File: src/design/cld_pkg.sv
// Shared types and codes for the circular list deque core.
// No dependencies; imported by every module of the block but cld_ram.
package cld_pkg;

  localparam int DEPTH_DEF = 16;
  localparam int VALUE_W   = 32;
  localparam int POS_W     = 7;

  // operation codes of a request
  localparam logic [2:0] OP_INS_FRONT = 3'd0;
  localparam logic [2:0] OP_INS_BACK  = 3'd1;
  localparam logic [2:0] OP_REM_FRONT = 3'd2;
  localparam logic [2:0] OP_REM_BACK  = 3'd3;
  localparam logic [2:0] OP_SEARCH    = 3'd4;
  localparam logic [2:0] OP_DUMP      = 3'd5;

  // result status codes
  localparam logic [1:0] ST_OK        = 2'd0;
  localparam logic [1:0] ST_FULL      = 2'd1;
  localparam logic [1:0] ST_EMPTY     = 2'd2;
  localparam logic [1:0] ST_NOT_FOUND = 2'd3;

  typedef struct packed {
    logic [2:0]                op;
    logic signed [VALUE_W-1:0] value;
  } in_item_t;

  typedef struct packed {
    logic [1:0]                status;
    logic [POS_W-1:0]          position;
    logic signed [VALUE_W-1:0] data;
    logic                      last;
  } out_item_t;

endpackage

File: src/design/cld_ram.sv
// Generic single-write, single-read RAM with registered read data.
// No dependencies.
module cld_ram #(
  parameter int WIDTH = 32,
  parameter int DEPTH = 16,
  parameter int AW    = (DEPTH > 1) ? $clog2(DEPTH) : 1
) (
  input  logic             clk,
  input  logic             we,
  input  logic [AW-1:0]    waddr,
  input  logic [WIDTH-1:0] wdata,
  input  logic [AW-1:0]    raddr,
  output logic [WIDTH-1:0] rdata
);

  logic [WIDTH-1:0] mem_r [DEPTH];
  logic [WIDTH-1:0] rdata_r;

  always_ff @(posedge clk) begin
    if (we) begin
      mem_r[waddr] <= wdata;
    end
    rdata_r <= mem_r[raddr];
  end

  assign rdata = rdata_r;

endmodule

File: src/design/cld_front.sv
// Request intake: accepts requests, drops unused op codes and buffers
// the rest in a two-entry queue for the back end. Depends on cld_pkg.
module cld_front (
  input  logic              clk,
  input  logic              rst_n,
  input  logic              start,
  output logic              busy,
  input  cld_pkg::in_item_t in_item,
  output logic              cmd_valid,
  output cld_pkg::in_item_t cmd,
  input  logic              cmd_pop
);
  import cld_pkg::*;

  in_item_t   q_r [2];
  logic       wr_ptr_r, wr_ptr_nxt;
  logic       rd_ptr_r, rd_ptr_nxt;
  logic [1:0] fill_r, fill_nxt;
  logic       op_used;
  logic       push;
  logic       pop;

  // only the six defined ops enter the queue
  always_comb begin
    unique case (in_item.op) inside
      OP_INS_FRONT, OP_INS_BACK, OP_REM_FRONT, OP_REM_BACK, OP_SEARCH, OP_DUMP:
        op_used = 1'b1;
      default:
        op_used = 1'b0;
    endcase
  end

  assign busy      = (fill_r == 2'd2);
  assign push      = start && !busy && op_used;
  assign cmd_valid = (fill_r != 2'd0);
  assign pop       = cmd_pop && cmd_valid;
  assign cmd       = q_r[rd_ptr_r];

  always_comb begin
    wr_ptr_nxt = push ? ~wr_ptr_r : wr_ptr_r;
    rd_ptr_nxt = pop ? ~rd_ptr_r : rd_ptr_r;
    fill_nxt   = fill_r + 2'(push) - 2'(pop);
  end

  always_ff @(posedge clk) begin
    if (!rst_n) begin
      wr_ptr_r <= 1'b0;
      rd_ptr_r <= 1'b0;
      fill_r   <= 2'd0;
    end else begin
      wr_ptr_r <= wr_ptr_nxt;
      rd_ptr_r <= rd_ptr_nxt;
      fill_r   <= fill_nxt;
    end
  end

  always_ff @(posedge clk) begin
    if (push) begin
      q_r[wr_ptr_r] <= in_item;
    end
  end

endmodule

File: src/design/cld_back.sv
// Execution back end: ring pointers, entry RAM and the walk sequencer for
// search and dump. Depends on cld_pkg and cld_ram.
module cld_back #(
  parameter int DEPTH = cld_pkg::DEPTH_DEF
) (
  input  logic               clk,
  input  logic               rst_n,
  input  logic               cmd_valid,
  input  cld_pkg::in_item_t  cmd,
  output logic               cmd_pop,
  output logic               out_valid,
  output cld_pkg::out_item_t out_item
);
  import cld_pkg::*;

  localparam int IDX_W = (DEPTH > 1) ? $clog2(DEPTH) : 1;
  localparam int CNT_W = $clog2(DEPTH + 1);
  localparam logic [CNT_W-1:0] CNT_FULL = CNT_W'(DEPTH);
  localparam logic [IDX_W-1:0] IDX_LAST = IDX_W'(DEPTH - 1);

  localparam logic S_IDLE = 1'b0;
  localparam logic S_WALK = 1'b1;

  logic                      state_r, state_nxt;
  logic [IDX_W-1:0]          front_r, front_nxt;
  logic [CNT_W-1:0]          cnt_r, cnt_nxt;
  logic [CNT_W-1:0]          off_r, off_nxt;
  logic                      dump_r, dump_nxt;
  logic signed [VALUE_W-1:0] key_r, key_nxt;
  logic                      rd_vld_r, rd_vld_nxt;
  logic [CNT_W-1:0]          rd_off_r, rd_off_nxt;
  logic                      out_vld_r, out_vld_nxt;
  out_item_t                 out_item_r, out_item_nxt;

  logic                      ram_we;
  logic [IDX_W-1:0]          ram_waddr;
  logic [IDX_W-1:0]          ram_raddr;
  logic [VALUE_W-1:0]        ram_rdata;
  logic [IDX_W-1:0]          front_dec;
  logic [IDX_W-1:0]          front_inc;
  logic [IDX_W-1:0]          tail_slot;
  logic                      issue;
  logic                      is_last;
  logic                      done;

  // ring slot of a list offset below DEPTH
  function automatic logic [IDX_W-1:0] slot_of(input logic [IDX_W-1:0] base,
                                               input logic [CNT_W-1:0] off);
    logic [CNT_W:0] sum;
    sum = (CNT_W+1)'(base) + (CNT_W+1)'(off);
    if (sum >= (CNT_W+1)'(DEPTH)) begin
      sum = sum - (CNT_W+1)'(DEPTH);
    end
    return sum[IDX_W-1:0];
  endfunction

  assign front_dec = (front_r == '0) ? IDX_LAST : front_r - IDX_W'(1);
  assign front_inc = (front_r == IDX_LAST) ? '0 : front_r + IDX_W'(1);
  assign tail_slot = slot_of(front_r, cnt_r);
  assign ram_raddr = slot_of(front_r, off_r);
  assign is_last   = (rd_off_r == cnt_r - CNT_W'(1));

  cld_ram #(
    .WIDTH (VALUE_W),
    .DEPTH (DEPTH)
  ) u_ram (
    .clk   (clk),
    .we    (ram_we),
    .waddr (ram_waddr),
    .wdata (cmd.value),
    .raddr (ram_raddr),
    .rdata (ram_rdata)
  );

  always_comb begin
    state_nxt    = state_r;
    front_nxt    = front_r;
    cnt_nxt      = cnt_r;
    off_nxt      = off_r;
    dump_nxt     = dump_r;
    key_nxt      = key_r;
    rd_vld_nxt   = 1'b0;
    rd_off_nxt   = off_r;
    out_vld_nxt  = 1'b0;
    out_item_nxt = '{status: ST_OK, position: '0, data: '0, last: 1'b1};
    ram_we       = 1'b0;
    ram_waddr    = tail_slot;
    cmd_pop      = 1'b0;
    issue        = 1'b0;
    done         = 1'b0;

    unique case (state_r)
      S_IDLE: begin
        if (cmd_valid) begin
          cmd_pop = 1'b1;
          unique case (cmd.op) inside
            OP_INS_FRONT, OP_INS_BACK: begin
              out_vld_nxt = 1'b1;
              if (cnt_r == CNT_FULL) begin
                out_item_nxt.status = ST_FULL;
              end else begin
                ram_we  = 1'b1;
                cnt_nxt = cnt_r + CNT_W'(1);
                if (cmd.op == OP_INS_FRONT) begin
                  ram_waddr = front_dec;
                  front_nxt = front_dec;
                end
              end
            end
            OP_REM_FRONT, OP_REM_BACK: begin
              out_vld_nxt = 1'b1;
              if (cnt_r == '0) begin
                out_item_nxt.status = ST_EMPTY;
              end else begin
                cnt_nxt = cnt_r - CNT_W'(1);
                if (cmd.op == OP_REM_FRONT) begin
                  front_nxt = front_inc;
                end
              end
            end
            OP_SEARCH, OP_DUMP: begin
              if (cnt_r == '0) begin
                out_vld_nxt         = 1'b1;
                out_item_nxt.status = ST_EMPTY;
              end else begin
                state_nxt = S_WALK;
                off_nxt   = '0;
                dump_nxt  = (cmd.op == OP_DUMP);
                key_nxt   = cmd.value;
              end
            end
            default: begin
              out_vld_nxt = 1'b0;
            end
          endcase
        end
      end
      S_WALK: begin
        // judge the entry read last cycle
        if (rd_vld_r) begin
          if (dump_r) begin
            out_vld_nxt       = 1'b1;
            out_item_nxt.data = ram_rdata;
            out_item_nxt.last = is_last;
            done              = is_last;
          end else if (ram_rdata == key_r) begin
            out_vld_nxt           = 1'b1;
            out_item_nxt.position = POS_W'(rd_off_r) + POS_W'(1);
            done                  = 1'b1;
          end else if (is_last) begin
            out_vld_nxt         = 1'b1;
            out_item_nxt.status = ST_NOT_FOUND;
            done                = 1'b1;
          end
        end
        // issue the next read
        issue = (off_r < cnt_r) && !done;
        if (issue) begin
          rd_vld_nxt = 1'b1;
          off_nxt    = off_r + CNT_W'(1);
        end
        if (done) begin
          state_nxt = S_IDLE;
        end
      end
      default: begin
        state_nxt = S_IDLE;
      end
    endcase
  end

  always_ff @(posedge clk) begin
    if (!rst_n) begin
      state_r   <= S_IDLE;
      front_r   <= '0;
      cnt_r     <= '0;
      off_r     <= '0;
      dump_r    <= 1'b0;
      rd_vld_r  <= 1'b0;
      out_vld_r <= 1'b0;
    end else begin
      state_r   <= state_nxt;
      front_r   <= front_nxt;
      cnt_r     <= cnt_nxt;
      off_r     <= off_nxt;
      dump_r    <= dump_nxt;
      rd_vld_r  <= rd_vld_nxt;
      out_vld_r <= out_vld_nxt;
    end
  end

  always_ff @(posedge clk) begin
    key_r      <= key_nxt;
    rd_off_r   <= rd_off_nxt;
    out_item_r <= out_item_nxt;
  end

  assign out_valid = out_vld_r;
  assign out_item  = out_item_r;

endmodule

File: src/design/circular_list_deque_core.sv
// Top level of the circular list deque core: a deque of signed values
// with search and dump. Depends on cld_pkg, cld_front, cld_back, cld_ram.
//
// A request is taken on a rising edge with start high and busy low. Each
// result appears on out_item for exactly one cycle with out_valid high;
// the receiver cannot stall, so capture every strobe. Inserts and
// removals give one registered result each, and the back end takes one
// of them per cycle while no walk is in progress. Search and dump walk
// the entry RAM one entry per cycle through its single registered read
// port: a dump of N entries streams N results, a search gives one
// result. Removals, searches and dumps on an empty list answer with
// status empty and no walk. A two-entry request queue sits between
// intake and execution, and busy rises only when it is full. Op codes
// 6 and 7 are accepted and dropped with no result. After reset the
// block is ready at once; no clearing pass is made.
module circular_list_deque_core #(
  parameter int DEPTH = cld_pkg::DEPTH_DEF
) (
  input  logic               clk,
  input  logic               rst_n,
  input  logic               start,
  output logic               busy,
  input  cld_pkg::in_item_t  in_item,
  output logic               out_valid,
  output cld_pkg::out_item_t out_item
);
  import cld_pkg::*;

  // request handed from the queue to the back end
  logic     cmd_valid;
  in_item_t cmd;
  logic     cmd_pop;

  // accept, drop unused ops, buffer
  cld_front u_front (
    .clk       (clk),
    .rst_n     (rst_n),
    .start     (start),
    .busy      (busy),
    .in_item   (in_item),
    .cmd_valid (cmd_valid),
    .cmd       (cmd),
    .cmd_pop   (cmd_pop)
  );

  // execute against the ring and drive the result strobe
  cld_back #(
    .DEPTH (DEPTH)
  ) u_back (
    .clk       (clk),
    .rst_n     (rst_n),
    .cmd_valid (cmd_valid),
    .cmd       (cmd),
    .cmd_pop   (cmd_pop),
    .out_valid (out_valid),
    .out_item  (out_item)
  );

endmodule
File: config.mk
export PLATFORM = sky130hd
export DESIGN_NAME = circular_list_deque_core
export DESIGN_NICKNAME = d
export VERILOG_FILES = /design/src/design/cld_pkg.sv /design/src/design/cld_ram.sv /design/src/design/cld_front.sv /design/src/design/cld_back.sv /design/src/design/circular_list_deque_core.sv
export SDC_FILE = /design/constraint.sdc
export NUM_CORES = 1
export LEC_CHECK = 0
export ABC_AREA = 1
export BUFFER_PORTS_ARGS = -buffer_cell sky130_fd_sc_hd__buf_2
export CORE_ASPECT_RATIO = 2
export CORE_MARGIN = 5
export CORE_UTILIZATION = 43
export DETAILED_ROUTE_END_ITERATION = 16
export RECOVER_POWER = 50
export SYNTH_ARGS = -nofsm -noshare
export SYNTH_HDL_FRONTEND = slang
export SYNTH_SLANG_ARGS = --single-unit
File: constraint.sdc
create_clock -name clk -period 8.4 [get_ports clk]
set_input_delay 0.84 -clock clk [delete_from_list [all_inputs] [get_ports clk]]
set_output_delay 0.84 -clock clk [all_outputs]
set_load 0.01 [all_outputs]
==> impl.org <==
** Logic synthesis
- Synthesis produced a netlist with a net count of 2133.
- For this run, the leading register cell type out of synthesis is sky130_fd_sc_hd__edfxtp_1.
- Yosys printed 0 warnings.
- The cell count after synthesis came out at 2075.
- In the synthesized netlist, the cells that appear most often are sky130_fd_sc_hd__edfxtp_1, sky130_fd_sc_hd__inv_1, sky130_fd_sc_hd__o21ai_0.
- Post-synth top area share :: 0.657
- Number of distinct library cells after synthesis :: 43
- In the post-synthesis netlist, the biggest area contributors are sky130_fd_sc_hd__edfxtp_1, sky130_fd_sc_hd__dfxtp_1, sky130_fd_sc_hd__mux2i_1.
- The synthesized netlist occupies a cell area of 28000 sq um.
- For this run, asynchronously set or reset flops after synthesis account for 0.
- Most frequent cell after synthesis :: sky130_fd_sc_hd__edfxtp_1
- A synthesized cell averages 13.5 sq um.
- The synthesized design spends more area on one cell type than any other, namely sky130_fd_sc_hd__edfxtp_1.
- For this run, the register share of the synthesized area comes to 0.730.
- Post-synthesis register bit count :: 715
- Number of enable-type register cells in the synthesized netlist :: 614

** Setup path
- Worst stage delay on the critical path :: 1.14 ns
- Required time worst endpoint :: 8.61 ns
- Nature of the critical path startpoint :: register
- Largest delay share family, worst path :: simple AND/OR/NAND/NOR gates
- Data arrives at the worst endpoint at 4.28 ns.
- Worst-path fanout max :: 32
- Sequence of cells on the critical path :: o21ai_0, inv_1, nor2_8, or2_2, o21ai_1, nand2_1, nor2_4
- By startpoint and endpoint, the worst setup path is classified as register to register.
- Type of element capturing the critical path :: register
- Highest-delay cell along the critical path :: sky130_fd_sc_hd__nor2_4
- Counting both buffers and inverters, the worst setup path holds a total of 1.

** Routing
- Number of antenna-violating nets in the routed design :: 0
- Dividing the detail-routed wire length by the instance count gives 21.8 um.
- DRT Pass-1 Iters :: 5
- Number of design rule violations left after detail routing :: 0
- Dividing the detail-routed via count by the number of cells gives 5.25.
- Routed wire length :: 66.8 mm
- Initial detailed-routing violation count :: 1270
- Vias after detailed routing :: 16080

** STA
- The count of endpoints failing hold in the final timing report is 0.
- Setup repair after global routing missed its margin :: no
- Post-route clock period utilization :: 0.484
- Maximum clock rate :: 246 MHz
- Setup violations remaining at the end of the flow were counted as 0.
- Clock Skews :: 0.00975 ns
- Hold Slack :: 0.395 ns
- Time the worst path needs with I/O delays and setup :: 4.07 ns
- Setup total negative slack on the finished layout was measured at 0 ns.
- Final Max Tran Viols :: 64
- Remaining max-slew budget at the tightest pin :: -0.450
- Slew @ Worst Pin :: 2.17 ns

** Die
- The die is 371 um tall.
- The die covers 70700 sq um.
- Overall die width :: 191 um
- I/O pin count :: 82
- The initialized floorplan defines 132 standard-cell rows.
- Initial core utilization :: 0.433
- Floorplan core area :: 64700 sq um

** CTS
- Number of buffers created by CTS :: 59
- After clock tree synthesis, the clock-pin slew on the worst setup and hold paths is 0.07 ns.
- Buffers added to address setup during post-CTS repair amount to 0.
- In this run the deepest clock path goes through 3 buffers.
- Root buffer cell :: sky130_fd_sc_hd__clkbuf_16
- # resized after CTS :: 0
- TritonCTS built the clock tree.
- H-tree Lvls :: 2
- Clock latency at the later pin of the worst-skew pair :: 0.61 ns
- Hold repair after CTS inserted 0 buffers.
- Clock tree synthesis found a total of 715 sinks.

** Placement
- # port buffers :: 80
- The wire-length estimate of the detail-placed layout is 39.1 mm.
- Gp weighted congestion :: 0.802

** Global routing
- Global routing finished with a remaining overflow of 0.
- Number of global-route vias before repair :: 16358
- The number of antenna violations at the first check in global routing is 0.
- GRT Total Usage :: 0.187
- Largest net degree at the start of global routing :: 183
- Global-route wire length before repair :: 100 mm

** Power and ir drop
- For this design the static power due to leakage is 10.8 nW.
- PwrDens :: 357 nW/um^2
- The worst-case IR drop observed on VDD is 0.313 mV.

** Job
- Max-capacitance violation count :: 3

** Layout
- Relative to the synthesized area, the layout overhead comes to 11.9%.
- The final layout contains 2198 nets.
- In the final layout, the share of cells above drive strength 1 is 0.0781.
- Number of diodes added for antenna fixing :: 0
- Filler cell count :: 5696

** Hold path
- Worst hold path type :: register to register

** Status
- Failing checks :: max-capacitance violations, max-slew violations
- The run finished, with violations left.
## registers in the layout, indices dropped and copies added (netlist names), 5 cells and up, named ones only
| name | flops |
|---|---|
| u_back.rd_off_r | 5 |
| u_back.u_ram.mem_r | 512 |
| u_front.q_r | 70 |
| u_back.u_ram.rdata | 32 |
| u_back.off_r | 5 |
| u_back.key_r | 32 |
| u_back.out_item | 41 |
| u_back.cnt_r | 5 |
## worst paths after layout
| check | start | end | slack, ns | depth (start not counted) |
|---|---|---|---|---|
| setup / recovery | register | u_back.u_ram.mem_r[6][1] | 4.33 | 7 |
| hold / removal | u_back.off_r[4] | u_back.rd_off_r[4] | 0.40 | 0 |
| setup reg to reg | register | u_back.u_ram.mem_r[6][1] | 4.33 | 7 |
| hold reg to reg | u_back.off_r[4] | u_back.rd_off_r[4] | 0.40 | 0 |
## cells by family after synthesis
kind of cell             after synthesis  share of synthesized area
multiplexers                         160                     0.0585
adder cells (fa/ha/maj)               20                    0.00946
XOR/XNOR                              40                     0.0125
other                                  1                   0.000134
AO/OA/AOI/OAI                        509                     0.0997
buffers and inverters                324                     0.0446
AND/OR/NAND/NOR                      306                     0.0456
flip-flops                           715                      0.730
## metal layers
layer / up-vias / routed length [um] / track usage
li1: 7571 / - / -
met1: 7942 / 24700 / 0.213
met2: 442 / 36600 / 0.358
met3: 125 / 2880 / 0.0212
met4: 0 / 2530 / 0.0701
met5: - / 0 / 0
## layout make-up
class | instances | area, sq um | area share
sequential | 715 | 20500 | 0.652
multi-input combinational | 1036 | 6510 | 0.207
clock buffer | 76 | 1560 | 0.0497
tap | 871 | 1090 | 0.0347
inverter | 224 | 842 | 0.0268
timing repair buffer | 104 | 537 | 0.0171
clock inverter | 34 | 384 | 0.0122
## cells in the final DEF, fill, tap and decap left out, types with 17 or more instances in the layout
cell | synthesis | layout
sky130_fd_sc_hd__nor2_1 | 91 | 74
sky130_fd_sc_hd__a31oi_1 | 32 | 32
sky130_fd_sc_hd__mux2_1 | 0 | 30
sky130_fd_sc_hd__nand3_1 | 17 | 17
sky130_fd_sc_hd__ha_1 | 18 | 17
sky130_fd_sc_hd__nor2_4 | 2 | 19
sky130_fd_sc_hd__a21oi_1 | 184 | 185
sky130_fd_sc_hd__dfxtp_1 | 101 | 101
sky130_fd_sc_hd__o21ai_0 | 213 | 213
sky130_fd_sc_hd__nand2_1 | 170 | 170
sky130_fd_sc_hd__xnor2_1 | 26 | 26
sky130_fd_sc_hd__buf_4 | 1 | 18
sky130_fd_sc_hd__clkbuf_16 | 0 | 59
sky130_fd_sc_hd__edfxtp_1 | 614 | 614
sky130_fd_sc_hd__o211ai_1 | 64 | 64
sky130_fd_sc_hd__clkbuf_1 | 71 | 86
sky130_fd_sc_hd__mux2i_1 | 128 | 128
sky130_fd_sc_hd__inv_1 | 214 | 213
## worst reg2reg max path, delay by kind of cell, from the launching register on
family / cells / cell delay, ns
buf+inv: 1 / 0.31
flops: 1 / 1.02
simple gates: 4 / 1.78
compound gates: 2 / 0.54
## report_power, final
group / total [mW] / internal, mW / switching, mW / leakage [nW]
clock network: 2.80 / 1.56 / 1.24 / 0.939
registers: 4.62 / 4.42 / 0.203 / 6.37
logic: 3.77 / 1.17 / 2.60 / 3.46
total: 11.2 / 7.15 / 4.04 / 10.8
## stage by stage
stage	util	area [sq um]	setup slack (ns)	power, mW	instances
after floorplan	-	28000	4.80	7.30	2075
after global placement	0.456	29500	4.56	8.45	2947
after detailed placement	0.456	29500	4.47	8.53	2949
after CTS	0.486	31500	4.46	11.3	3059
after global routing	0.485	31400	4.09	11.8	3060
final	0.485	31400	4.33	11.2	3060
(Power assumes the default switching activity.)
